==> config.mk <==
export PLATFORM = sky130hd
export DESIGN_NAME = mrp_split
export DESIGN_NICKNAME = d
export VERILOG_FILES = /design/src/design/maxrects_bssf_packer_assert.svh /design/src/design/mrp_pkg.sv /design/src/design/mrp_split.sv
export SDC_FILE = /design/constraint.sdc
export NUM_CORES = 1
export LEC_CHECK = 0
export BUFFER_PORTS_ARGS = -buffer_cell sky130_fd_sc_hd__buf_2
export CAP_MARGIN = 40
export CORE_AREA = 2 2 143 145
export DETAILED_ROUTE_END_ITERATION = 12
export DIE_AREA = 0 0 145 147
export PLACE_DENSITY = 0.6
export SETUP_SLACK_MARGIN = 0.2
export SLEW_MARGIN = 20
export SYNTH_ARGS = -nofsm -noshare
export SYNTH_HDL_FRONTEND = slang
export SYNTH_SLANG_ARGS = --single-unit
==> constraint.sdc <==
create_clock -name vclk -period 3.3
set_input_delay 0.99 -clock vclk [all_inputs]
set_output_delay 0.99 -clock vclk [all_outputs]
set_load 0.01 [all_outputs]
==> src/design/maxrects_bssf_packer_assert.svh <==
// Assertion macros shared by the packer RTL.
// Every macro samples on the rising edge of clock and is off while reset is high.
`ifndef MAXRECTS_BSSF_PACKER_ASSERT_SVH
`define MAXRECTS_BSSF_PACKER_ASSERT_SVH

// The consequent must hold in the same cycle as the antecedent.
`define MRP_ASSERT_IMPLY(label, ante, cons) \
   label: assert property (@(posedge clock) disable iff (reset) (ante) |-> (cons)) \
      else $error("packer assertion failed");

// The consequent must hold in the cycle after the antecedent.
`define MRP_ASSERT_NEXT(label, ante, cons) \
   label: assert property (@(posedge clock) disable iff (reset) (ante) |=> (cons)) \
      else $error("packer assertion failed");

`endif

==> src/design/mrp_pkg.sv <==
package mrp_pkg;

   // Default sizes of the free-rectangle store and of one coordinate.
   localparam int MAX_FREE_DEF   = 256;
   localparam int COORD_BITS_DEF = 15;

   // Fixed field widths.
   localparam int SPRITE_W = 15;
   localparam int FOOT_W   = 17;
   localparam int PAD_W    = 8;
   localparam int CSR_IDX_W = 2;
   localparam int CSR_DAT_W = 15;

   // Configuration register indexes.
   localparam logic [CSR_IDX_W-1:0] CSR_ATLAS_WIDTH  = 2'd0;
   localparam logic [CSR_IDX_W-1:0] CSR_ATLAS_HEIGHT = 2'd1;
   localparam logic [CSR_IDX_W-1:0] CSR_BORDER       = 2'd2;
   localparam logic [CSR_IDX_W-1:0] CSR_PADDING      = 2'd3;

   // Request actions.
   localparam logic ACT_CLEAR = 1'b0;
   localparam logic ACT_PLACE = 1'b1;

   // Result status codes.
   typedef enum logic [1:0] {
      STAT_PLACED  = 2'd0,
      STAT_NO_FIT  = 2'd1,
      STAT_CLEARED = 2'd2,
      STAT_DROPPED = 2'd3
   } status_type;

   // Sequencer states.
   typedef enum logic [3:0] {
      ST_IDLE,
      ST_CLEAR,
      ST_SCAN_RD,
      ST_SCAN_EV,
      ST_CARVE_RD,
      ST_CARVE_EV,
      ST_CARVE_PC,
      ST_COPY_RD,
      ST_COPY_WR,
      ST_PRUNE_RDI,
      ST_PRUNE_LDI,
      ST_PRUNE_J,
      ST_PRUNE_CHK,
      ST_RESP
   } state_type;

   // Flags from the split unit.
   typedef struct packed {
      logic       overlap;
      logic [3:0] piece_vld;
   } split_flags_type;

endpackage

==> src/design/mrp_split.sv <==
module mrp_split import mrp_pkg::*; #(
   parameter int COORD_BITS = COORD_BITS_DEF
) (
   input  logic [4*COORD_BITS-1:0]       free_rect,
   input  logic [COORD_BITS-1:0]         foot_l,
   input  logic [COORD_BITS-1:0]         foot_t,
   input  logic [COORD_BITS-1:0]         foot_r,
   input  logic [COORD_BITS-1:0]         foot_b,
   output split_flags_type               flags,
   output logic [3:0][4*COORD_BITS-1:0]  pieces
);

   localparam int CB = COORD_BITS;

   logic [CB-1:0] f_l, f_t, f_r, f_b;

   // Unpack the free rectangle as left, top, right, bottom.
   assign f_l = free_rect[4*CB-1 -: CB];
   assign f_t = free_rect[3*CB-1 -: CB];
   assign f_r = free_rect[2*CB-1 -: CB];
   assign f_b = free_rect[CB-1 -: CB];

   // Strict overlap between the footprint and the free rectangle.
   assign flags.overlap = (foot_l < f_r) && (foot_r > f_l) && (foot_t < f_b) && (foot_b > f_t);

   // The four maximal pieces left, right, above and below the footprint.
   assign flags.piece_vld[0] = foot_l > f_l;
   assign flags.piece_vld[1] = foot_r < f_r;
   assign flags.piece_vld[2] = foot_t > f_t;
   assign flags.piece_vld[3] = foot_b < f_b;

   assign pieces[0] = {f_l, f_t, foot_l, f_b};
   assign pieces[1] = {foot_r, f_t, f_r, f_b};
   assign pieces[2] = {f_l, f_t, f_r, foot_t};
   assign pieces[3] = {f_l, foot_b, f_r, f_b};

endmodule

Word level (Yosys, flattened, before mapping)
Cells that the tools add are included.
Storage, ports and cells
  register bits: 0
  latch bits: 0
  bits in writable memories: 0
  ROM bits: 0
  word-level logic and storage cells: 11
  memories kept: 0
Cells by class
  add/subtract/negate cells: 0
  multipliers: 0
  divide/modulo/power cells: 0
  order comparisons: 8
  eq/ne operators: 0
  shifts and indexed selects: 0
  muxes and demuxes: 0
  bitwise logic cells: 0
  reductions and logical operators: 3
Operators by type and width (count)
  greater-than comparator 15 bit: 4
  less-than comparator 15 bit: 4
  logical AND 1 bit: 3

Longest topological paths before layout
Gate-level depths: netlist of the first run.
  depth after elaboration: 4
  gate-level depth with buffers: 8
  gate-level depth less buffers: 8

Worst setup path before layout of the first run
OpenSTA, ideal clock, no wires.
  path kind: input-to-output
  from: input free_rect[55]
  to: output flags[4] in the netlist's numbering
  data arrival time: 2.291 ns
  data required time: 2.310 ns
  setup slack: 0.019 ns
  stages: 8
  cells stage by stage: inv_1 > ha_1 > and4_4 > nor4bb_1 > nor4_1 > o2111ai_1 > a21oi_1 > and4b_1
RTL lines
  from (decl): line mrp_split.sv:4  | input logic [4*COORD_BITS-1:0] free_rect,
  to (decl): line mrp_split.sv:9  | output split_flags_type flags,

==> metrics.md, run 1 <==
| Metric | Value |
|---|---|
| Critical path peak fanout | `3` |
| GPL Wtd Cong | `0.896` |
| Min Clock Period, post-route | `3.66 ns` |
| RSZ-0062 raised after global routing | `yes` |
| Die height | `147 um` |
| Vias in the first global route | `4514` |
| Peak Freq | `273 MHz` |
| NumNets Final | `1098` |
| CP Class | `in -> out` |
| Area grow syn2layout | `55.2%` |
| Antenna Nets Post-Route | `0` |
| Comb power frac | `100.0%` |
| Sequential fraction of the synthesis area | `0%` |
| Number of clock buffers in the layout | `0` |
| Mapped Area | `4460 um2` |
| WL final | `17000 um` |
| Hold EP | `pieces[187]` |
| Via count | `4607` |
| Worst VDD drop | `0.0577 mV` |
| Int Power | `0.503 mW` |
| Worst-Margin Slew | `0.386 ns` |
| Sequential cell count | `0` |
| First-pass GRT wire length | `24800 um` |
| Placement Rows | `52` |
| Critical path's top delay family | `compound AO/OA/AOI/OAI gates` |
| Synthesized net count | `817` |
| Slowest stage cell, crit path | `ha_1` |
| Die width | `145 um` |
| Part of the power in the clock network | `0%` |
| Finish-stage setup viols | `5` |
| Synth Area per Inst | `7.67 um2` |
| Seq. cell area | `0 um2` |
| P per Cell Area | `143 nW/um2` |
| Power Total | `0.993 mW` |
| Count of final hold-check violations | `0` |
| Syn. warnings | `0` |
| Critical Path Max Stage Delay | `0.32 ns` |
| Slack of the critical path | `-0.361 ns` |
| IO Count | `365` |
| Port Buffer Count | `365` |
| Crit. End Element | `output port` |
| Cell taking the most area after synthesis | `buf_4` |
| Ratio of cells with drive above 1 in the final layout | `73.5%` |
| Period utilization | `111%` |
| Min-delay src | `free_rect[7]` |
| Remaining global-route overflow | `0` |
| # DRC | `0` |
| Area contributors post-synth | `buf_4, ha_1, inv_1` |
| Antenna violations before repair | `1` |
| Post-DP HPWL | `15500 um` |
| Largest net degree at the start of global routing | `6` |
| Ant diodes | `0` |
| Top cell type's share of synthesized area | `40.4%` |
| Drt pass-1 iters | `4` |
| Starting Density | `22.5%` |
| CP arrival | `2.67 ns` |
| Yosys cell types | `29` |
| Place WS | `-0.641 ns` |
| Highest-count cells in the layout ignoring fill and taps | `buf_2, buf_4, ha_1` |
| Lkg Pwr | `3.90 nW` |
| Outcome | `finished with violations` |
| Most common cell after layout, fill and taps aside | `buf_2` |
| Failing checks | `setup timing` |
| Mapped Cells | `581` |
| Initial DRC count | `51` |
| Max-slew headroom | `74.1%` |
| Critical path data required time | `2.31 ns` |
| # fillers | `2038` |
| WP buf/inv | `4` |
| Vias per Instance | `4.08` |
| Final Max Tran Viols | `0` |
| Post-CTS Hold Buffers | `0` |
| Max-cap violations | `0` |
| Seq pwr share | `0%` |
| Cell Chain, Critical Path | `buf_2 > inv_1 > ha_1 > nor2b_1 > a221oi_2 > buf_4 > o22ai_1 > o21ai_2 > a21oi_2 > and4b_1 > buf_6` |
| Core ar. | `19800 um2` |
| Switch Pwr | `0.490 mW` |
| Die area | `21300 um2` |
| GRT Util Overall | `14.8%` |
| Min-Delay Path Class | `in -> out` |
| Hold Path Depth | `2` |
| WL per Instance | `15.1 um` |
| Sw frac | `49.3%` |
| Startpoint types | `input port` |
## cell type report
class,count,area (um2),share of cell area (%)
multi-input cells,278,3110,45.0
well taps,270,338,4.88
repair buffers,519,3180,46.0
inverters,63,284,4.11
## worst max path at each step
stage,start,to,slack [ns],depth (start not counted)
final,free_rect[32],flags[4],-0.36,11
after detailed placement,free_rect[31],flags[4],-0.64,11
after global placement,free_rect[31],flags[4],-0.62,11
after floorplan,foot_r[10],flags[4],0.13,7
after CTS,free_rect[54],flags[4],-0.36,11
after global routing,free_rect[46],flags[4],-0.46,11
## synthesized netlist by cell type (all sizes together), types with 2 or more instances
master and count:
a211oi 5, a21o 27, a21oi 38, a31oi 2, buf 240, ha 116, inv 63, nand2 4
nand2b 3, nand3 6, nand4 21, nor2 12, nor2b 5, nor3 3, nor4 2, o211ai 3
o21ai 19, o21bai 2
## power by group through the flow
stage	Clock [mW]	Sequential (mW)	Combinational [mW]
3_3_place_gp	0	0	0.868
4_1_cts	0	0	0.976
3_5_place_dp	0	0	0.877
2_1_floorplan	0	0	0.556
6_report	0	0	0.993
5_1_grt	0	0	1.09
## kinds of logic after synthesis
family	share of synthesized area, %
adders and majority gates	32.6
AOI/OAI and AO/OA	13.7
and+or+nand+nor	8.03
buffers and inverters	45.7
## metal layers
| layer | GRT usage, % | part of all wire, % |
|---|---|---|
| met5 | 0 | 0.10 |
| met3 | 1.43 | 5.4 |
| met1 | 15.6 | 37 |
| met2 | 32.0 | 57 |
| met4 | 1.29 | 1.3 |
## per-stage QoR
stage | hold slack, ns | utilization [%] | instances | area (um2) | setup TNS (ns)
floorplan | 2.07 | - | 581 | 4610 | 0
global placement | 2.20 | 30.7 | 1124 | 6090 | -1.44
detailed placement | 2.20 | 30.7 | 1124 | 6090 | -1.52
CTS | 2.18 | 34.0 | 1130 | 6740 | -0.609
global route | 2.18 | 34.9 | 1130 | 6920 | -0.979
finish | 2.17 | 34.9 | 1130 | 6920 | -0.561
## timing repair
| item | CTS | global route |
|---|---|---|
| resized for setup | 127 | 33 |
| buffers inserted | 6 | 0 |
| gates cloned | 0 | 0 |
| endpoints found under the setup margin | 5 | 5 |
| pin swaps | 59 | 33 |
(Power assumes the default switching activity.)
==> run 2, diff against run 1 <==
CORE_AREA = 2 2 142 144   (was 2 2 143 145)
DIE_AREA = 0 0 144 146   (was 0 0 145 147)
PLACE_DENSITY = 0.61   (was 0.6)
SLEW_MARGIN = 15   (was 20)
==> run 2 against run 1 <==
The flow still finishes with violations (setup timing). Sequential share of layout area did not move. Die area fell by 1.4%. Critical path depth is 1 lower. Maximum frequency down 0.73%. Clock-buffer cell count unchanged. First-iteration DRC count is 20% higher. Total power up 0.94%. Highest routed layer is now met4. Routed wire length grew 2.6%. Global-route usage rose by 0.38 points.
==> metrics.md, run 2 (same netlist as run 1, synthesis figures left out) <==
| Metric | Value |
|---|---|
| Seq. cell area | `0 um2 (unchanged)` |
| Critical path startpoint | `free_rect[42]` |
| # DRC | `0 (unchanged)` |
| Highest-count cells in the layout ignoring fill and taps | `buf_2, buf_4, ha_1` |
| Critical Path Sink | `flags[4]` |
| Die width | `144 um (-0.69%)` |
| First-pass GRT wire length | `24800 um (+0.34%)` |
| Power Total | `1.00 mW (+0.94%)` |
| Startpoint types | `input port` |
| Most common cell after layout, fill and taps aside | `buf_2` |
| Drt pass-1 iters | `4 (unchanged)` |
| Antenna violations before repair | `0 (-1)` |
| Slack of the critical path | `-0.388 ns (-0.0270 ns)` |
| Final Max Tran Viols | `0 (unchanged)` |
| CP arrival | `2.70 ns (+0.03 ns)` |
| Number of cells on the critical path | `10 (-1)` |
| Remaining global-route overflow | `0 (unchanged)` |
| IO Count | `365 (unchanged)` |
| Place WS | `-0.720 ns (-0.0782 ns)` |
| WP buf/inv | `3 (-1)` |
| Max-cap violations | `0 (unchanged)` |
| Antenna Nets Post-Route | `0 (unchanged)` |
| Part of the power in the clock network | `0% (unchanged)` |
| Metal-1 WL | `6220 um (-0.61%)` |
| Setup TNS | `-0.740 ns (-0.179 ns)` |
| Cell Chain, Critical Path | `buf_2 > inv_2 > ha_4 > nand4_1 > nor4_4 > nor4_4 > o2111ai_1 > a21oi_1 > and4b_1 > buf_2` |
| Hold_ws | `2.20 ns (+0.0237 ns)` |
| Critical Path Max Stage Delay | `0.31 ns (about the same)` |
| Sw frac | `49.3% (-0.063 points)` |
| Min-Delay Path Class | `in -> out` |
| Worst-Margin Slew | `0.347 ns (-0.0395 ns)` |
| P per Cell Area | `145 nW/um2 (+0.91%)` |
| Area grow syn2layout | `55.3% (about the same)` |
| Vias in the first global route | `4836 (+7.1%)` |
| Vias per Instance | `4.12 (+1.1%)` |
| Lkg Pwr | `3.97 nW (+1.7%)` |
| CP Class | `in -> out` |
| NumNets Final | `1116 (+1.6%)` |
| Via count | `4713 (+2.3%)` |
| Ratio of cells with drive above 1 in the final layout | `72.1% (-1.4 points)` |
| Number of clock buffers in the layout | `0 (unchanged)` |
| Sequential cell count | `0 (unchanged)` |
| GPL Wtd Cong | `0.844 (-5.9%)` |
| Int Power | `0.508 mW (+1.1%)` |
| Max Used Layer | `met4` |
| Placement Rows | `51 (-1.9%)` |
| Worst VDD drop | `0.0577 mV (about the same)` |
| Initial DRC count | `61 (+20%)` |
| Seq pwr share | `0% (unchanged)` |
| Max-slew headroom | `76.7% (+2.7 points)` |
| Failing checks | `setup timing` |
| Finish-stage setup viols | `4 (-1)` |
| Critical path peak fanout | `2 (-1)` |
| Die area | `21000 um2 (-1.4%)` |
| Critical path data required time | `2.31 ns (about the same)` |
| Critical path's top delay family | `simple AND/OR/NAND/NOR gates` |
| Peak Freq | `271 MHz (-0.73%)` |
| Period utilization | `112% (+0.82 points)` |
| Crit. End Element | `output port` |
| Wire length on met3 | `1070 um (+17%)` |
| Outcome | `finished with violations` |
| Slowest stage cell, crit path | `nor4_4` |
| RSZ-0062 raised after global routing | `yes` |
| Port Buffer Count | `365 (unchanged)` |
| Largest net degree at the start of global routing | `6 (unchanged)` |
| Switch Pwr | `0.494 mW (+0.82%)` |
| Starting Density | `23.1% (+0.59 points)` |
| Ant diodes | `0 (unchanged)` |
| Count of final hold-check violations | `0 (unchanged)` |
| Post-DP HPWL | `15900 um (+2.4%)` |
| WL per Instance | `15.3 um (+1.4%)` |
| # fillers | `2038 (unchanged)` |
| Core ar. | `19300 um2 (-2.6%)` |
| GRT Util Overall | `15.2% (+0.38 points)` |
| WL final | `17500 um (+2.6%)` |
| Min Clock Period, post-route | `3.69 ns (+0.0270 ns)` |
| Die height | `146 um (-0.68%)` |
| Comb power frac | `100.0% (about the same)` |
| Met2 WL post-DR | `10100 um (+4.3%)` |
## run 2: cell count changes in the layout (fill, tap and decap cells not counted), moves of 2 or more
| cell | delta |
|---|---|
| a21oi_1 | +3 |
| a21oi_2 | -4 |
| buf_2 | +10 |
| buf_4 | +15 |
| buf_6 | -7 |
| ha_1 | +2 |
| ha_4 | -3 |
| inv_1 | +4 |
| inv_4 | -2 |
| nor2_1 | +2 |
| nor2_2 | -2 |
| o21ai_1 | +4 |
| o21ai_2 | -3 |
## run 2: worst min path at each step
stage / from / end / slack [ns] / depth (start not counted)
floorplan: free_rect[0] / pieces[0] / 2.07 / 1
global placement: free_rect[11] / pieces[71] / 2.20 / 2
detailed placement: foot_t[0] / pieces[120] / 2.20 / 2
CTS: foot_t[0] / pieces[120] / 2.20 / 2
global route: free_rect[48] / pieces[228] / 2.21 / 2
finish: free_rect[58] / pieces[58] / 2.20 / 2
## run 2: power by group through the flow
stage / clock network, mW / logic, mW / registers, mW
floorplan: 0 / 0.556 / 0
global placement: 0 / 0.885 / 0
detailed placement: 0 / 0.897 / 0
CTS: 0 / 0.976 / 0
global route: 0 / 1.11 / 0
finish: 0 / 1.00 / 0
## run 2: cell type report
class / instances / area (um2) / area share (%)
Inverter: 63 / 274 / 3.96
Tap cell: 265 / 332 / 4.79
Multi-Input combinational cell: 278 / 3050 / 44.1
Timing Repair Buffer: 537 / 3270 / 47.2
## run 2: per-stage QoR
step | cells | util, % | area, um2
5_1_grt | 1143 | 35.8 | 6920
3_3_place_gp | 1132 | 32.0 | 6180
4_1_cts | 1140 | 34.7 | 6700
3_5_place_dp | 1132 | 32.0 | 6180
2_1_floorplan | 581 | - | 4610
6_report | 1143 | 35.8 | 6920
## run 2: metal layers
metal / vias to the layer above / global-route usage, %
met1: 2140 / 15.1
met4: 0 / 1.27
met3: 8 / 1.48
met5: - / 0
met2: 218 / 33.4
li1: 2347 / -
## run 2: what timing repair did
item,CTS,global route
setup buffers,8,3
hold buffers,0,0
setup endpoints to repair,5,5
pin swaps,53,32
resized for setup,83,41
